$ cat src/design/fqatan_pkg.sv
package fqatan_pkg;

  // default output scale
  localparam int ANGLE_FRAC_BITS_DEF = 29;

  // field and working widths
  localparam int IN_W     = 32;
  localparam int MAG_W    = 32;
  localparam int SHIFT_W  = 6;
  localparam int POS_W    = 5;
  localparam int C_W      = 61;
  localparam int Z_W      = 62;
  localparam int M_W      = 62;
  localparam int OUT_W    = 32;

  // normalization target and iteration count
  localparam int NORM_MSB     = 57;
  localparam int WORK_BITS    = 60;
  localparam int CORDIC_STEPS = 60;

  // pi in q60
  localparam logic [63:0]    PI_Q60  = 64'h3243F6A8885A308D;
  localparam logic [M_W-1:0] PI_M    = PI_Q60[M_W-1:0];
  localparam logic [M_W-1:0] HALF_PI = PI_Q60[M_W:1];

  // quadrant and special-case flags that ride along the pipe
  typedef struct packed {
    logic yneg;
    logic xneg;
    logic ax_zero;
    logic ay_zero;
  } flags_t;

  // truncating divide of a power of two by the odd number 2k+1
  function automatic logic [63:0] odd_div(input logic [63:0] p, input int unsigned k);
    logic [63:0] q;
    case (k)
      0:       q = p / 64'd1;
      1:       q = p / 64'd3;
      2:       q = p / 64'd5;
      3:       q = p / 64'd7;
      4:       q = p / 64'd9;
      5:       q = p / 64'd11;
      6:       q = p / 64'd13;
      7:       q = p / 64'd15;
      8:       q = p / 64'd17;
      9:       q = p / 64'd19;
      10:      q = p / 64'd21;
      11:      q = p / 64'd23;
      12:      q = p / 64'd25;
      13:      q = p / 64'd27;
      14:      q = p / 64'd29;
      15:      q = p / 64'd31;
      16:      q = p / 64'd33;
      17:      q = p / 64'd35;
      18:      q = p / 64'd37;
      19:      q = p / 64'd39;
      20:      q = p / 64'd41;
      21:      q = p / 64'd43;
      22:      q = p / 64'd45;
      23:      q = p / 64'd47;
      24:      q = p / 64'd49;
      25:      q = p / 64'd51;
      26:      q = p / 64'd53;
      27:      q = p / 64'd55;
      28:      q = p / 64'd57;
      29:      q = p / 64'd59;
      default: q = '0;
    endcase
    return q;
  endfunction

  // atan(2^-i) in q60 from a truncated taylor series
  function automatic logic [Z_W-1:0] rot_angle(input int unsigned i);
    logic [63:0] sum;
    logic [63:0] t;
    int unsigned k;
    int unsigned e;
    sum = '0;
    if (i == 0) begin
      sum = PI_Q60 >> 2;
    end else begin
      for (k = 0; k < 30; k++) begin
        e = (2 * k + 1) * i;
        if (e <= WORK_BITS) begin
          t = odd_div(64'd1 << (WORK_BITS - e), k);
          if (k[0]) begin
            sum = sum - t;
          end else begin
            sum = sum + t;
          end
        end
      end
    end
    return sum[Z_W-1:0];
  endfunction

endpackage

$ cat src/design/fqatan_prep.sv
module fqatan_prep (
  input  logic                                clk,
  input  logic                                rst_n,
  input  logic                                en,
  input  logic                                valid_i,
  input  logic signed [fqatan_pkg::IN_W-1:0]  y_i,
  input  logic signed [fqatan_pkg::IN_W-1:0]  x_i,
  output logic                                valid_o,
  output logic signed [fqatan_pkg::C_W-1:0]   cx_o,
  output logic signed [fqatan_pkg::C_W-1:0]   cy_o,
  output fqatan_pkg::flags_t                  flags_o
);

  // stage a: magnitudes and flags
  logic                              va_r;
  logic [fqatan_pkg::MAG_W-1:0]      ax_a_r, ax_a_nxt;
  logic [fqatan_pkg::MAG_W-1:0]      ay_a_r, ay_a_nxt;
  fqatan_pkg::flags_t                fl_a_r, fl_a_nxt;

  // stage b: normalizing shift
  logic                              vb_r;
  logic [fqatan_pkg::MAG_W-1:0]      ax_b_r, ay_b_r;
  logic [fqatan_pkg::SHIFT_W-1:0]    sh_b_r, sh_b_nxt;
  fqatan_pkg::flags_t                fl_b_r;
  logic [fqatan_pkg::MAG_W-1:0]      m_b;
  logic [fqatan_pkg::POS_W-1:0]      pos_b;

  // stage c: normalized operands
  logic                              vc_r;
  logic signed [fqatan_pkg::C_W-1:0] cx_c_r, cx_c_nxt;
  logic signed [fqatan_pkg::C_W-1:0] cy_c_r, cy_c_nxt;
  fqatan_pkg::flags_t                fl_c_r;

  // fold signs, -2^31 keeps its true magnitude
  always_comb begin
    fl_a_nxt.yneg    = y_i[fqatan_pkg::IN_W-1];
    fl_a_nxt.xneg    = x_i[fqatan_pkg::IN_W-1];
    fl_a_nxt.ay_zero = (y_i == '0);
    fl_a_nxt.ax_zero = (x_i == '0);
    ay_a_nxt = y_i[fqatan_pkg::IN_W-1] ? (fqatan_pkg::MAG_W'(0) - $unsigned(y_i))
                                      : $unsigned(y_i);
    ax_a_nxt = x_i[fqatan_pkg::IN_W-1] ? (fqatan_pkg::MAG_W'(0) - $unsigned(x_i))
                                      : $unsigned(x_i);
  end

  // msb of the larger magnitude sets the shift
  always_comb begin
    m_b   = (ax_a_r > ay_a_r) ? ax_a_r : ay_a_r;
    pos_b = '0;
    for (int b = 0; b < fqatan_pkg::MAG_W; b++) begin
      if (m_b[b]) begin
        pos_b = fqatan_pkg::POS_W'(b);
      end
    end
    sh_b_nxt = fqatan_pkg::SHIFT_W'(fqatan_pkg::NORM_MSB) - {1'b0, pos_b};
  end

  // scale both operands up
  always_comb begin
    cx_c_nxt = $signed({{(fqatan_pkg::C_W-fqatan_pkg::MAG_W){1'b0}}, ax_b_r} << sh_b_r);
    cy_c_nxt = $signed({{(fqatan_pkg::C_W-fqatan_pkg::MAG_W){1'b0}}, ay_b_r} << sh_b_r);
  end

  // valid bits
  always_ff @(posedge clk) begin
    if (!rst_n) begin
      va_r <= 1'b0;
      vb_r <= 1'b0;
      vc_r <= 1'b0;
    end else if (en) begin
      va_r <= valid_i;
      vb_r <= va_r;
      vc_r <= vb_r;
    end
  end

  // payload
  always_ff @(posedge clk) begin
    if (en) begin
      ax_a_r <= ax_a_nxt;
      ay_a_r <= ay_a_nxt;
      fl_a_r <= fl_a_nxt;
      ax_b_r <= ax_a_r;
      ay_b_r <= ay_a_r;
      sh_b_r <= sh_b_nxt;
      fl_b_r <= fl_a_r;
      cx_c_r <= cx_c_nxt;
      cy_c_r <= cy_c_nxt;
      fl_c_r <= fl_b_r;
    end
  end

  assign valid_o = vc_r;
  assign cx_o    = cx_c_r;
  assign cy_o    = cy_c_r;
  assign flags_o = fl_c_r;

endmodule

$ cat config.mk
export PLATFORM = sky130hd
export DESIGN_NAME = fqatan_prep
export DESIGN_NICKNAME = d
export VERILOG_FILES = /design/src/design/fqatan_pkg.sv /design/src/design/fqatan_prep.sv
export SDC_FILE = /design/constraint.sdc
export NUM_CORES = 1
export LEC_CHECK = 0
export BUFFER_PORTS_ARGS = -buffer_cell sky130_fd_sc_hd__buf_2
export CORE_ASPECT_RATIO = 2
export CORE_UTILIZATION = 55
export DETAILED_ROUTE_END_ITERATION = 12
export PLACE_DENSITY_LB_ADDON = 0.3
export SLEW_MARGIN = 25
export SYNTH_ARGS = -nofsm -noshare
export SYNTH_HDL_FRONTEND = slang
export SYNTH_SLANG_ARGS = --single-unit
$ cat constraint.sdc
create_clock -name clk -period 3.8 [get_ports clk]
set_input_delay 0.19 -clock clk [delete_from_list [all_inputs] [get_ports clk]]
set_output_delay 0.19 -clock clk [all_outputs]
set_load 0.05 [all_outputs]
==> results.sh, run 1 <==
export IMPL_cts_buffer_depth=3
export IMPL_reg2reg_from="ax_a_r[14]"
export IMPL_p_leak_uw=0.00713
export IMPL_status="complete, no violations"
export IMPL_relSlewSlack=0.332
export IMPL_clkTransAtPathRegs_ns=0.07
export IMPL_drt_total_wl_mm=43.0
export IMPL_cp_depth=11
export IMPL_grt_overflow_total=0
export IMPL_cts_resized=0
export IMPL_first_pass_iters=8
export IMPL_critPathLaunchType="flop"
export IMPL_crit_top_cell="ha_1"
export IMPL_antenna_left=0
export IMPL_grt_max_degree=118
export IMPL_peakVddDrop_mv=0.445
export IMPL_post_drt_wl_per_cell_um=22.0
export IMPL_start_util=0.558
export IMPL_seqPwrFrac=0.441
export IMPL_grt_use_total=0.304
export IMPL_fin_crit_sh=0.943
export IMPL_htreeDepth=1
export IMPL_critPathTopFamily="simple AND/OR/NAND/NOR gates"
export IMPL_dp_hpwl_mm=33.2
export IMPL_nets=1689
export IMPL_path_cells="ha_1 > nand4_1 > nor4_1 > a21boi_0 > or3_1 > o21ai_1 > mux2_2 > o211ai_1 > o21ai_0 > ha_1 > or2_2"
export IMPL_power_switching_uw=2950
export IMPL_clockPowerShare=0.276
export IMPL_dieArea_um2=28600
export IMPL_cap_violations=0
export IMPL_synth_area_leader_cell="edfxtp_1"
export IMPL_holdBufCountCts=33
export IMPL_p_sw_frac=0.337
export IMPL_reg2reg_setup_slack_ns=0.22
export IMPL_avgSynthCellArea_um2=11.2
export IMPL_n_antenna_cell=0
export IMPL_min_from="y_i[27]"
export IMPL_coreArea_um2=27500
export IMPL_power_total_uw=8740
export IMPL_rows=86
export IMPL_crit_path_top_delay_cell="nor4_1"
export IMPL_worst_hold_path_type="in -> reg"
export IMPL_setup_violations=0
export IMPL_numCtsBuffers=23
export IMPL_drive_above_1_share=0.210
export IMPL_rsz0062_at_grt="false"
export IMPL_io_pins=195
export IMPL_viasPerCell=6.02
export IMPL_worstPathRequired_ns=4.09
export IMPL_grt_util_met1=0.285
export IMPL_synth_edf_count=268
export IMPL_grt_pass1_vias=11600
export IMPL_ys_warnings_count=0
export IMPL_synth_top_area_frac=0.524
export IMPL_insertion_delay_ns=0.55
export IMPL_cts_setup_buffers=0
export IMPL_hold_violations=0
export IMPL_synthCells=1376
export IMPL_p_per_area_nw_per_um2=488
export IMPL_synth_seq_cells=271
export IMPL_critPathKind="reg -> reg"
export IMPL_die_h_um=238
export IMPL_async_flop_share=0
export IMPL_syn2layout_area_growth_pct=16.7
export IMPL_root_buffer="clkbuf_16"
export IMPL_place_congestion=0.968
export IMPL_synth_cell_type_count=62
export IMPL_fmax_ghz=0.279
export IMPL_vias=11800
export IMPL_grt_busiest_layer="met2"
export IMPL_combPwrFrac=0.284
export IMPL_antenna_found_initial=0
export IMPL_clock_sinks=271
export IMPL_synth_area_leaders="edfxtp_1 52%, mux2i_1 7.0%, nand2_1 4.7%"
export IMPL_startpoint="ax_a_r[14]"
export IMPL_die_w_um=120
export IMPL_drv_slew=0
export IMPL_reg2reg_depth=11
export IMPL_worstSetupEndpointType="flop"
export IMPL_use_met2=0.581
export IMPL_cp_num_buf_inv=0
export IMPL_fin_crit_ns=3.58
export IMPL_slowest_delay_ns=0.52
export IMPL_cts_tree="done"
export IMPL_synth_area_um2=15400
export IMPL_skew_ns=0.0164
export IMPL_intPower_uw=5800
export IMPL_gr_usage_met3=0.0284
export IMPL_portBuffers=194
export IMPL_synth_flop_cell="edfxtp_1"
export IMPL_rr_endpoint="sh_b_r[5]"
export IMPL_grt_pass1_wl_mm=64.8
export IMPL_setup_tns_ns=0
export IMPL_worstMarginPinSlew_ns=0.989
export IMPL_seq_area_frac_synth=0.528
export IMPL_drt_first_iter_violations=1080
export IMPL_crit_end="sh_b_r[5]"
export IMPL_worstPathArrival_ns=3.87
export IMPL_critPathMaxFanout=4
export IMPL_timing_hold_ws_ns=0.0150
export IMPL_drc=0
export IMPL_synth_fp_nets=1479
[final cells by class]
| type | count | area, µm² |
|---|---|---|
| well taps | 352 | 440 |
| repair buffers | 265 | 1670 |
| inverters | 47 | 176 |
| fillers | 2225 | 9630 |
| clock buffers | 25 | 583 |
| multi-input cells | 978 | 6770 |
| clock inverters | 17 | 171 |
| flip-flops and latches | 271 | 8110 |
[synthesized netlist by cell type (10+ instances only)]
library cell,number
edfxtp_1,268
nand2_1,192
o21ai_0,108
mux2i_1,107
nor2_1,85
xnor2_1,57
clkbuf_1,55
a21oi_1,46
inv_1,46
nor2b_1,40
ha_1,35
mux4_2,30
o22ai_1,29
nand3_1,23
nor3_1,23
o31ai_1,19
buf_1,18
mux2_2,17
nor4_1,14
a22o_1,12
a22oi_1,11
or2_2,10
[layout by cell type (no fill, tap or decap), types with 14 or more instances in the layout]
| cell | n |
|---|---|
| o21ai_0 | 108 |
| o31ai_1 | 19 |
| nor4_1 | 14 |
| o22ai_1 | 29 |
| nor2b_1 | 40 |
| mux2_2 | 17 |
| edfxtp_1 | 268 |
| nand3_1 | 23 |
| xnor2_1 | 57 |
| dlygate4sd3_1 | 33 |
| nor2_1 | 84 |
| a21oi_1 | 46 |
| buf_2 | 193 |
| clkbuf_16 | 23 |
| buf_4 | 32 |
| nor3_1 | 23 |
| inv_1 | 46 |
| mux2i_1 | 107 |
| nand2_1 | 192 |
| ha_1 | 35 |
| mux4_2 | 30 |
[through the flow]
step	util	setup WS, ns	std cells	cell area (µm²)
2_1_floorplan	-	0.431	1376	15400
3_3_place_gp	0.611	0.248	1880	16800
3_5_place_dp	0.611	0.208	1880	16800
4_1_cts	0.650	0.188	1955	17900
5_1_grt	0.650	0.0653	1955	17900
6_report	0.650	0.218	1955	17900
[power groups by stage]
stage	clock [µW]	sequential (µW)	combinational, µW
floorplan	0	4330	1210
global placement	0	3910	2410
detailed placement	0	3920	2430
CTS	2430	3860	2460
global route	2520	3880	2650
finish	2410	3850	2480
[worst min-delay path by stage]
stage	end	cells after the start
2_1_floorplan	ax_a_r[0]	0
3_3_place_gp	flags_o[3]	0
3_5_place_dp	fl_b_r[2]	0
4_1_cts	ay_a_r[27]	2
5_1_grt	ay_a_r[8]	2
6_report	ay_a_r[27]	2
[cell families (layout without fill, tap and decap cells)]
kind of cell               count (synthesis)  in the layout  share of synthesized area
and+or+nand+nor                          439            439                      0.133
xor gates and xnor gates                  59             59                     0.0336
muxes                                    154            154                      0.126
buffers and inverters                    127            354                     0.0316
adders and majority gates                 35             35                     0.0285
AOI/OAI and AO/OA                        291            291                      0.119
DFF                                      271            271                      0.528
[worst register-to-register path, stage by stage, from the launching register on]
cell	delay, ns
edfxtp_1	0.46
ha_1	0.36
nand4_1	0.16
nor4_1	0.52
a21boi_0	0.38
or3_1	0.24
o21ai_1	0.12
mux2_2	0.31
o211ai_1	0.18
o21ai_0	0.11
ha_1	0.21
or2_2	0.29
[sequential cells by signal (all words and copies together), names as in the netlist]
name / cells
valid_o: 1
flags_o: 4
va_r: 1
ay_b_r: 32
ax_b_r: 32
ax_a_r: 32
cy_o: 61
vb_r: 1
fl_b_r: 4
cx_o: 61
sh_b_r: 6
ay_a_r: 32
fl_a_r: 4
[metal layers]
metal | vias up | wire length (µm)
li1 | 5572 | -
met2 | 471 | 23800
met3 | 145 | 1590
met5 | - | 0
met1 | 5583 | 13900
met4 | 0 | 3700
Power figures use the tool's default switching activity.
==> inputs of run 2 (changes only) <==
- BUFFER_PORTS_ARGS: -buffer_cell sky130_fd_sc_hd__buf_2 -> default
- DONT_BUFFER_PORTS: default -> 1
==> run 2 against run 1 <==
Compared with the run above:
- the flow now finishes with violations (hold timing)
- wire length about the same
- combinational power is 27% lower
- register-to-register slack about the same
- final area is 3.6% lower
- highest routed layer unchanged
==> results.sh, run 2 (same netlist as run 1, synthesis figures left out) <==
export IMPL_nets=1545
export IMPL_antenna_found_initial=0
export IMPL_place_congestion=0.988
export IMPL_slowest_delay_ns=0.48
export IMPL_critPathKind="reg -> reg"
export IMPL_drc=0
export IMPL_crit_path_top_delay_cell="edfxtp_1"
export IMPL_rows=86
export IMPL_drt_first_iter_violations=1036
export IMPL_setup_tns_ns=0
export IMPL_cap_violations=0
export IMPL_fillers=2212
export IMPL_dieArea_um2=28600
export IMPL_viasPerCell=6.26
export IMPL_final_util=0.627
export IMPL_critPathLaunchType="flop"
export IMPL_dp_hpwl_mm=31.8
export IMPL_clkTransAtPathRegs_ns=0.07
export IMPL_rsz0062_at_grt="false"
export IMPL_vias=11300
export IMPL_post_dp_cell_area_um2=15800
export IMPL_grt_pass1_vias=11200
export IMPL_first_pass_iters=6
export IMPL_reg2reg_from="ax_a_r[11]"
export IMPL_drive_above_1_share=0.0928
export IMPL_critPathTopFamily="simple AND/OR/NAND/NOR gates"
export IMPL_cts_buffer_depth=3
export IMPL_antenna_left=0
export IMPL_drv_slew=0
export IMPL_startpoint="ax_a_r[11]"
export IMPL_violations="hold timing"
export IMPL_holdPathEnd="cy_o[18]"
export IMPL_p_per_area_nw_per_um2=482
export IMPL_grt_use_total=0.302
export IMPL_worstMarginPinSlew_ns=1.14
export IMPL_setup_violations=0
export IMPL_die_h_um=238
export IMPL_status="finished with violations"
export IMPL_grt_max_degree=272
export IMPL_coreArea_um2=27500
export IMPL_reg2reg_setup_slack_ns=0.23
export IMPL_hold_violations=150
export IMPL_final_cell_mix="268 x edfxtp_1, 192 x nand2_1, 108 x o21ai_0"
export IMPL_cts_tree="done"
export IMPL_drt_total_wl_mm=43.0
export IMPL_root_buffer="clkbuf_16"
export IMPL_relSlewSlack=0.235
export IMPL_skew_ns=0.0246
export IMPL_min_from="en"
export IMPL_start_util=0.558
export IMPL_grt_pass1_wl_mm=64.1
export IMPL_fmax_ghz=0.280
export IMPL_io_pins=195
export IMPL_post_drt_wl_per_cell_um=23.8
export IMPL_cp_num_buf_inv=0
export IMPL_n_antenna_cell=0
export IMPL_clock_sinks=271
export IMPL_design_area_um2=17300
export IMPL_worstSetupEndpointType="flop"
export IMPL_rr_endpoint="sh_b_r[5]"
export IMPL_htreeDepth=1
export IMPL_portBuffers=0
export IMPL_path_cells="ha_1 > nand4_1 > nor4_2 > a21boi_0 > or3_1 > o21ai_1 > mux2_2 > o211ai_1 > o21ai_0 > ha_1 > or2_2"
export IMPL_crit_top_cell="ha_1"
export IMPL_numCtsBuffers=23
export IMPL_worstPathRequired_ns=4.08
export IMPL_worstPathArrival_ns=3.85
export IMPL_insertion_delay_ns=0.55
export IMPL_syn2layout_area_growth_pct=12.4
export IMPL_reg2reg_depth=11
export IMPL_cts_setup_buffers=0
export IMPL_die_w_um=120
export IMPL_timing_hold_ws_ns=-0.219
export IMPL_grt_overflow_total=0
export IMPL_critPathMaxFanout=6
export IMPL_peakVddDrop_mv=0.347
export IMPL_hold_depth=0
export IMPL_p_leak_uw=0.00645
export IMPL_layout_commonest_cell="edfxtp_1"
export IMPL_fin_crit_ns=3.57
export IMPL_worst_hold_path_type="in -> reg"
export IMPL_fin_crit_sh=0.940
## run 2: stage by stage
| step | hold WS, ns | setup slack [ns] | total power [µW] | instances |
|---|---|---|---|---|
| final | -0.219 | 0.229 | 8320 | 1807 |
| after global routing | -0.232 | 0.0239 | 8610 | 1807 |
| after CTS | -0.236 | 0.102 | 8330 | 1806 |
| after detailed placement | 0.289 | 0.133 | 6120 | 1686 |
| after global placement | 0.289 | 0.115 | 6080 | 1686 |
| after floorplan | 0.289 | 0.431 | 5540 | 1376 |
## run 2: layout make-up
type | instances | area [µm²] | area share
repair buffers | 121 | 1120 | 0.0651
clock buffers | 29 | 598 | 0.0346
multi-input cells | 978 | 6770 | 0.392
well taps | 352 | 440 | 0.0255
inverters | 47 | 176 | 0.0102
clock inverters | 9 | 47.5 | 0.00275
flip-flops and latches | 271 | 8110 | 0.470
## run 2: worst max-delay path by stage
stage / to / slack (ns) / depth (start not counted)
after floorplan: sh_b_r[5] / 0.43 / 10
after global placement: sh_b_r[5] / 0.11 / 11
after detailed placement: sh_b_r[5] / 0.13 / 11
after CTS: sh_b_r[5] / 0.10 / 11
after global routing: sh_b_r[5] / 0.02 / 11
final: sh_b_r[5] / 0.23 / 11
## run 2: worst reg2reg max path: cells and delay by family, from the launching register on
kind                     cells  cell delay (ns)
multiplexers                 1             0.30
AND/OR/NAND/NOR              4             1.11
flip-flops                   1             0.48
AO/OA/AOI/OAI                4             0.83
adder cells (fa/ha/maj)      2             0.58
## run 2: metal layers
layer,part of all wire,wire [µm],global-route usage
met5,0,0,0
met4,0.087,3720,0.241
met3,0.038,1640,0.0308
met2,0.55,23600,0.575
met1,0.33,14000,0.285
## run 2: where the power goes
part / switching [µW] / internal [µW]
sequential: 698 / 3670
combinational: 1060 / 739
clock: 1040 / 1110
## run 2: timing repair
action	in CTS	in global routing
hold endpoints to repair	337	269
setup endpoints to repair	0	1
hold buffers	82	1
resized for setup	0	1
==> inputs of run 3 (changes only) <==
- ABC_AREA: default -> 1
- CORE_ASPECT_RATIO: 2 -> default
- CORE_MARGIN: default -> 2
==> run 3 against run 2 <==
Compared with the run above:
- the flow still finishes with violations (hold timing)
- die area up 2.1%
- synthesized cell count is 27% higher
- sequential share of layout area shrank 1.3 points
==> results.sh, run 3 <==
export IMPL_status="finished with violations"
export IMPL_violations="hold timing"
export IMPL_fin_crit_ns=3.70
export IMPL_holdBufCountCts=81
export IMPL_layout_commonest_cell="nand2_1"
export IMPL_io_pins=195
export IMPL_first_pass_iters=5
export IMPL_post_drt_wl_per_cell_um=17.9
export IMPL_synth_area_um2=15300
export IMPL_yosysMostFrequentCell="nand2_1"
export IMPL_synth_flop_cell="edfxtp_1"
export IMPL_skew_ns=0.0103
export IMPL_coreArea_um2=27600
export IMPL_critPathLaunchType="flop"
export IMPL_drv_slew=0
export IMPL_seq_area_frac_synth=0.528
export IMPL_hold_depth=0
export IMPL_synthCells=1747
export IMPL_synth_area_leader_cell="edfxtp_1"
export IMPL_numCtsBuffers=28
export IMPL_cap_violations=0
export IMPL_critPathMaxFanout=23
export IMPL_holdPathEnd="fl_a_r[2]"
export IMPL_reg2reg_setup_slack_ns=0.1
export IMPL_fin_crit_sh=0.974
export IMPL_timing_hold_ws_ns=-0.232
export IMPL_drive_above_1_share=0.0824
export IMPL_start_util=0.555
export IMPL_rows=61
export IMPL_rr_endpoint="sh_b_r[5]"
export IMPL_synth_fp_nets=1850
export IMPL_grt_overflow_total=0
export IMPL_design_area_um2=17800
export IMPL_p_leak_uw=0.00723
export IMPL_fmax_ghz=0.270
export IMPL_grt_pass1_vias=11500
export IMPL_setup_tns_ns=0
export IMPL_p_per_area_nw_per_um2=516
export IMPL_worstSetupEndpointType="flop"
export IMPL_htreeDepth=1
export IMPL_worstPathRequired_ns=4.10
export IMPL_avgSynthCellArea_um2=8.78
export IMPL_dp_hpwl_mm=27.4
export IMPL_cts_buffer_depth=3
export IMPL_reg2reg_depth=24
export IMPL_fillers=2265
export IMPL_worstPathArrival_ns=4.00
export IMPL_die_h_um=171
export IMPL_root_buffer="clkbuf_16"
export IMPL_place_congestion=0.948
export IMPL_die_w_um=171
export IMPL_peakVddDrop_mv=0.287
export IMPL_worst_hold_path_type="in -> reg"
export IMPL_clock_sinks=271
export IMPL_final_cell_mix="506 x nand2_1, 268 x edfxtp_1, 187 x o21ai_0"
export IMPL_hold_violations=93
export IMPL_drt_first_iter_violations=1366
export IMPL_grt_pass1_wl_mm=61.1
export IMPL_synth_top_area_frac=0.524
export IMPL_grt_max_degree=273
export IMPL_insertion_delay_ns=0.55
export IMPL_critPathKind="reg -> reg"
export IMPL_drt_total_wl_mm=39.5
export IMPL_viasPerCell=5.67
export IMPL_ys_warnings_count=0
export IMPL_portBuffers=0
export IMPL_final_util=0.643
export IMPL_min_from="en"
export IMPL_syn2layout_area_growth_pct=15.8
export IMPL_async_flop_share=0
export IMPL_synth_cell_type_count=44
export IMPL_antenna_found_initial=1
export IMPL_worstMarginPinSlew_ns=0.927
export IMPL_grt_use_total=0.264
export IMPL_post_dp_cell_area_um2=15600
export IMPL_reg2reg_from="ax_a_r[21]"
export IMPL_dieArea_um2=29300
export IMPL_synth_area_leaders="edfxtp_1 52%, nand2_1 12%, o21ai_0 6.2%"
export IMPL_power_total_uw=9160
export IMPL_synthTopCellsByCount="510 x nand2_1, 268 x edfxtp_1, 189 x o21ai_0"
export IMPL_setup_violations=0
export IMPL_synth_edf_count=268
export IMPL_cts_tree="done"
export IMPL_antenna_left=0
export IMPL_synth_seq_cells=271
export IMPL_clkTransAtPathRegs_ns=0.06
export IMPL_drc=0
export IMPL_vias=12500
export IMPL_nets=1915
export IMPL_rsz0062_at_grt="true"
export IMPL_relSlewSlack=0.378
## run 3: changes by cell type after synthesis, sizes merged, moves of 31 or more
| cell | delta |
|---|---|
| nand2 | +325 |
| o21ai | +109 |
| inv | +91 |
| mux2i | -81 |
| nor2 | +74 |
| nor2b | -40 |
| nand3 | +36 |
| xor2 | +31 |
## run 3: cell type report
cell class                      count  area (µm²)  share of cell area
Inverter                          143         537              0.0302
Multi-Input combinational cell   1239        6490               0.365
Clock buffer                       38         790              0.0444
Antenna cell                        2        5.00            0.000282
Sequential cell                   271        8110               0.456
Timing Repair Buffer              129        1220              0.0687
Clock inverter                     12         139             0.00782
Tap cell                          378         473              0.0266
## run 3: how the worst max path moves through the flow
stage | to | start | slack (ns) | cells after the start
detailed placement | sh_b_r[5] | ay_a_r[21] | 0.12 | 25
global route | sh_b_r[0] | ax_a_r[19] | -0.17 | 39
finish | sh_b_r[5] | ax_a_r[21] | 0.1 | 24
CTS | sh_b_r[5] | ay_a_r[21] | 0.10 | 25
floorplan | sh_b_r[5] | ax_a_r[19] | 0.49 | 24
global placement | sh_b_r[5] | ay_a_r[7] | 0.22 | 26
## run 3: through the flow
| step | instances | worst slack [ns] |
|---|---|---|
| 6_report | 2212 | 0.0991 |
| 3_5_place_dp | 2052 | 0.123 |
| 5_1_grt | 2212 | -0.167 |
| 2_1_floorplan | 1747 | 0.495 |
| 4_1_cts | 2183 | 0.100 |
| 3_3_place_gp | 2052 | 0.221 |
## run 3: where the power goes
part | switching, µW | internal, µW | total [µW]
sequential | 682 | 3690 | 4370
clock | 1100 | 1650 | 2750
combinational | 1320 | 716 | 2040
## run 3: logic make-up (layout without fill, tap and decap cells)
| family | count (synthesis) | in the layout | synth area share |
|---|---|---|---|
| AOI/OAI and AO/OA | 324 | 324 | 0.121 |
| other | 0 | 2 | 0 |
| buffers and inverters | 238 | 322 | 0.0612 |
| xor gates and xnor gates | 60 | 60 | 0.0342 |
| DFF | 271 | 271 | 0.528 |
| and+or+nand+nor | 793 | 794 | 0.210 |
| muxes | 26 | 26 | 0.0170 |
| adders and majority gates | 35 | 35 | 0.0285 |
## run 3: critical path: stages (launching register included)
cell      delay, ns
edfxtp_1       0.44
ha_4           0.30
nand2_1        0.09
nor2_4         0.16
nand4_4        0.10
nor2_4         0.18
nand2_2        0.08
nand2_4        0.11
nand2_8        0.09
buf_4          0.16
buf_16         0.16
o21ai_4        0.14
nand2_2        0.08
a21oi_2        0.10
nor2_1         0.07
nor2_1         0.09
nor2_1         0.05
nor2_1         0.08
o21ai_1        0.06
a21oi_1        0.15
o21ai_1        0.10
nand2_1        0.11
inv_1          0.05
ha_1           0.21
or2_2          0.29
## run 3: per-layer routing
layer	vias to the layer above	share of wire	routed length (µm)	global-route usage
met1	5790	0.43	17000	0.362
li1	6088	-	-	-
met5	-	0	0	0
met4	0	0.035	1400	0.0921
met2	575	0.46	18200	0.426
met3	88	0.075	2940	0.0433
## run 3: what timing repair did
| action | in CTS | in global routing |
|---|---|---|
| gates resized for setup | 0 | 34 |
| setup buffers | 0 | 26 |
| setup endpoints to repair | 0 | 6 |
| hold endpoints to repair | 339 | 268 |
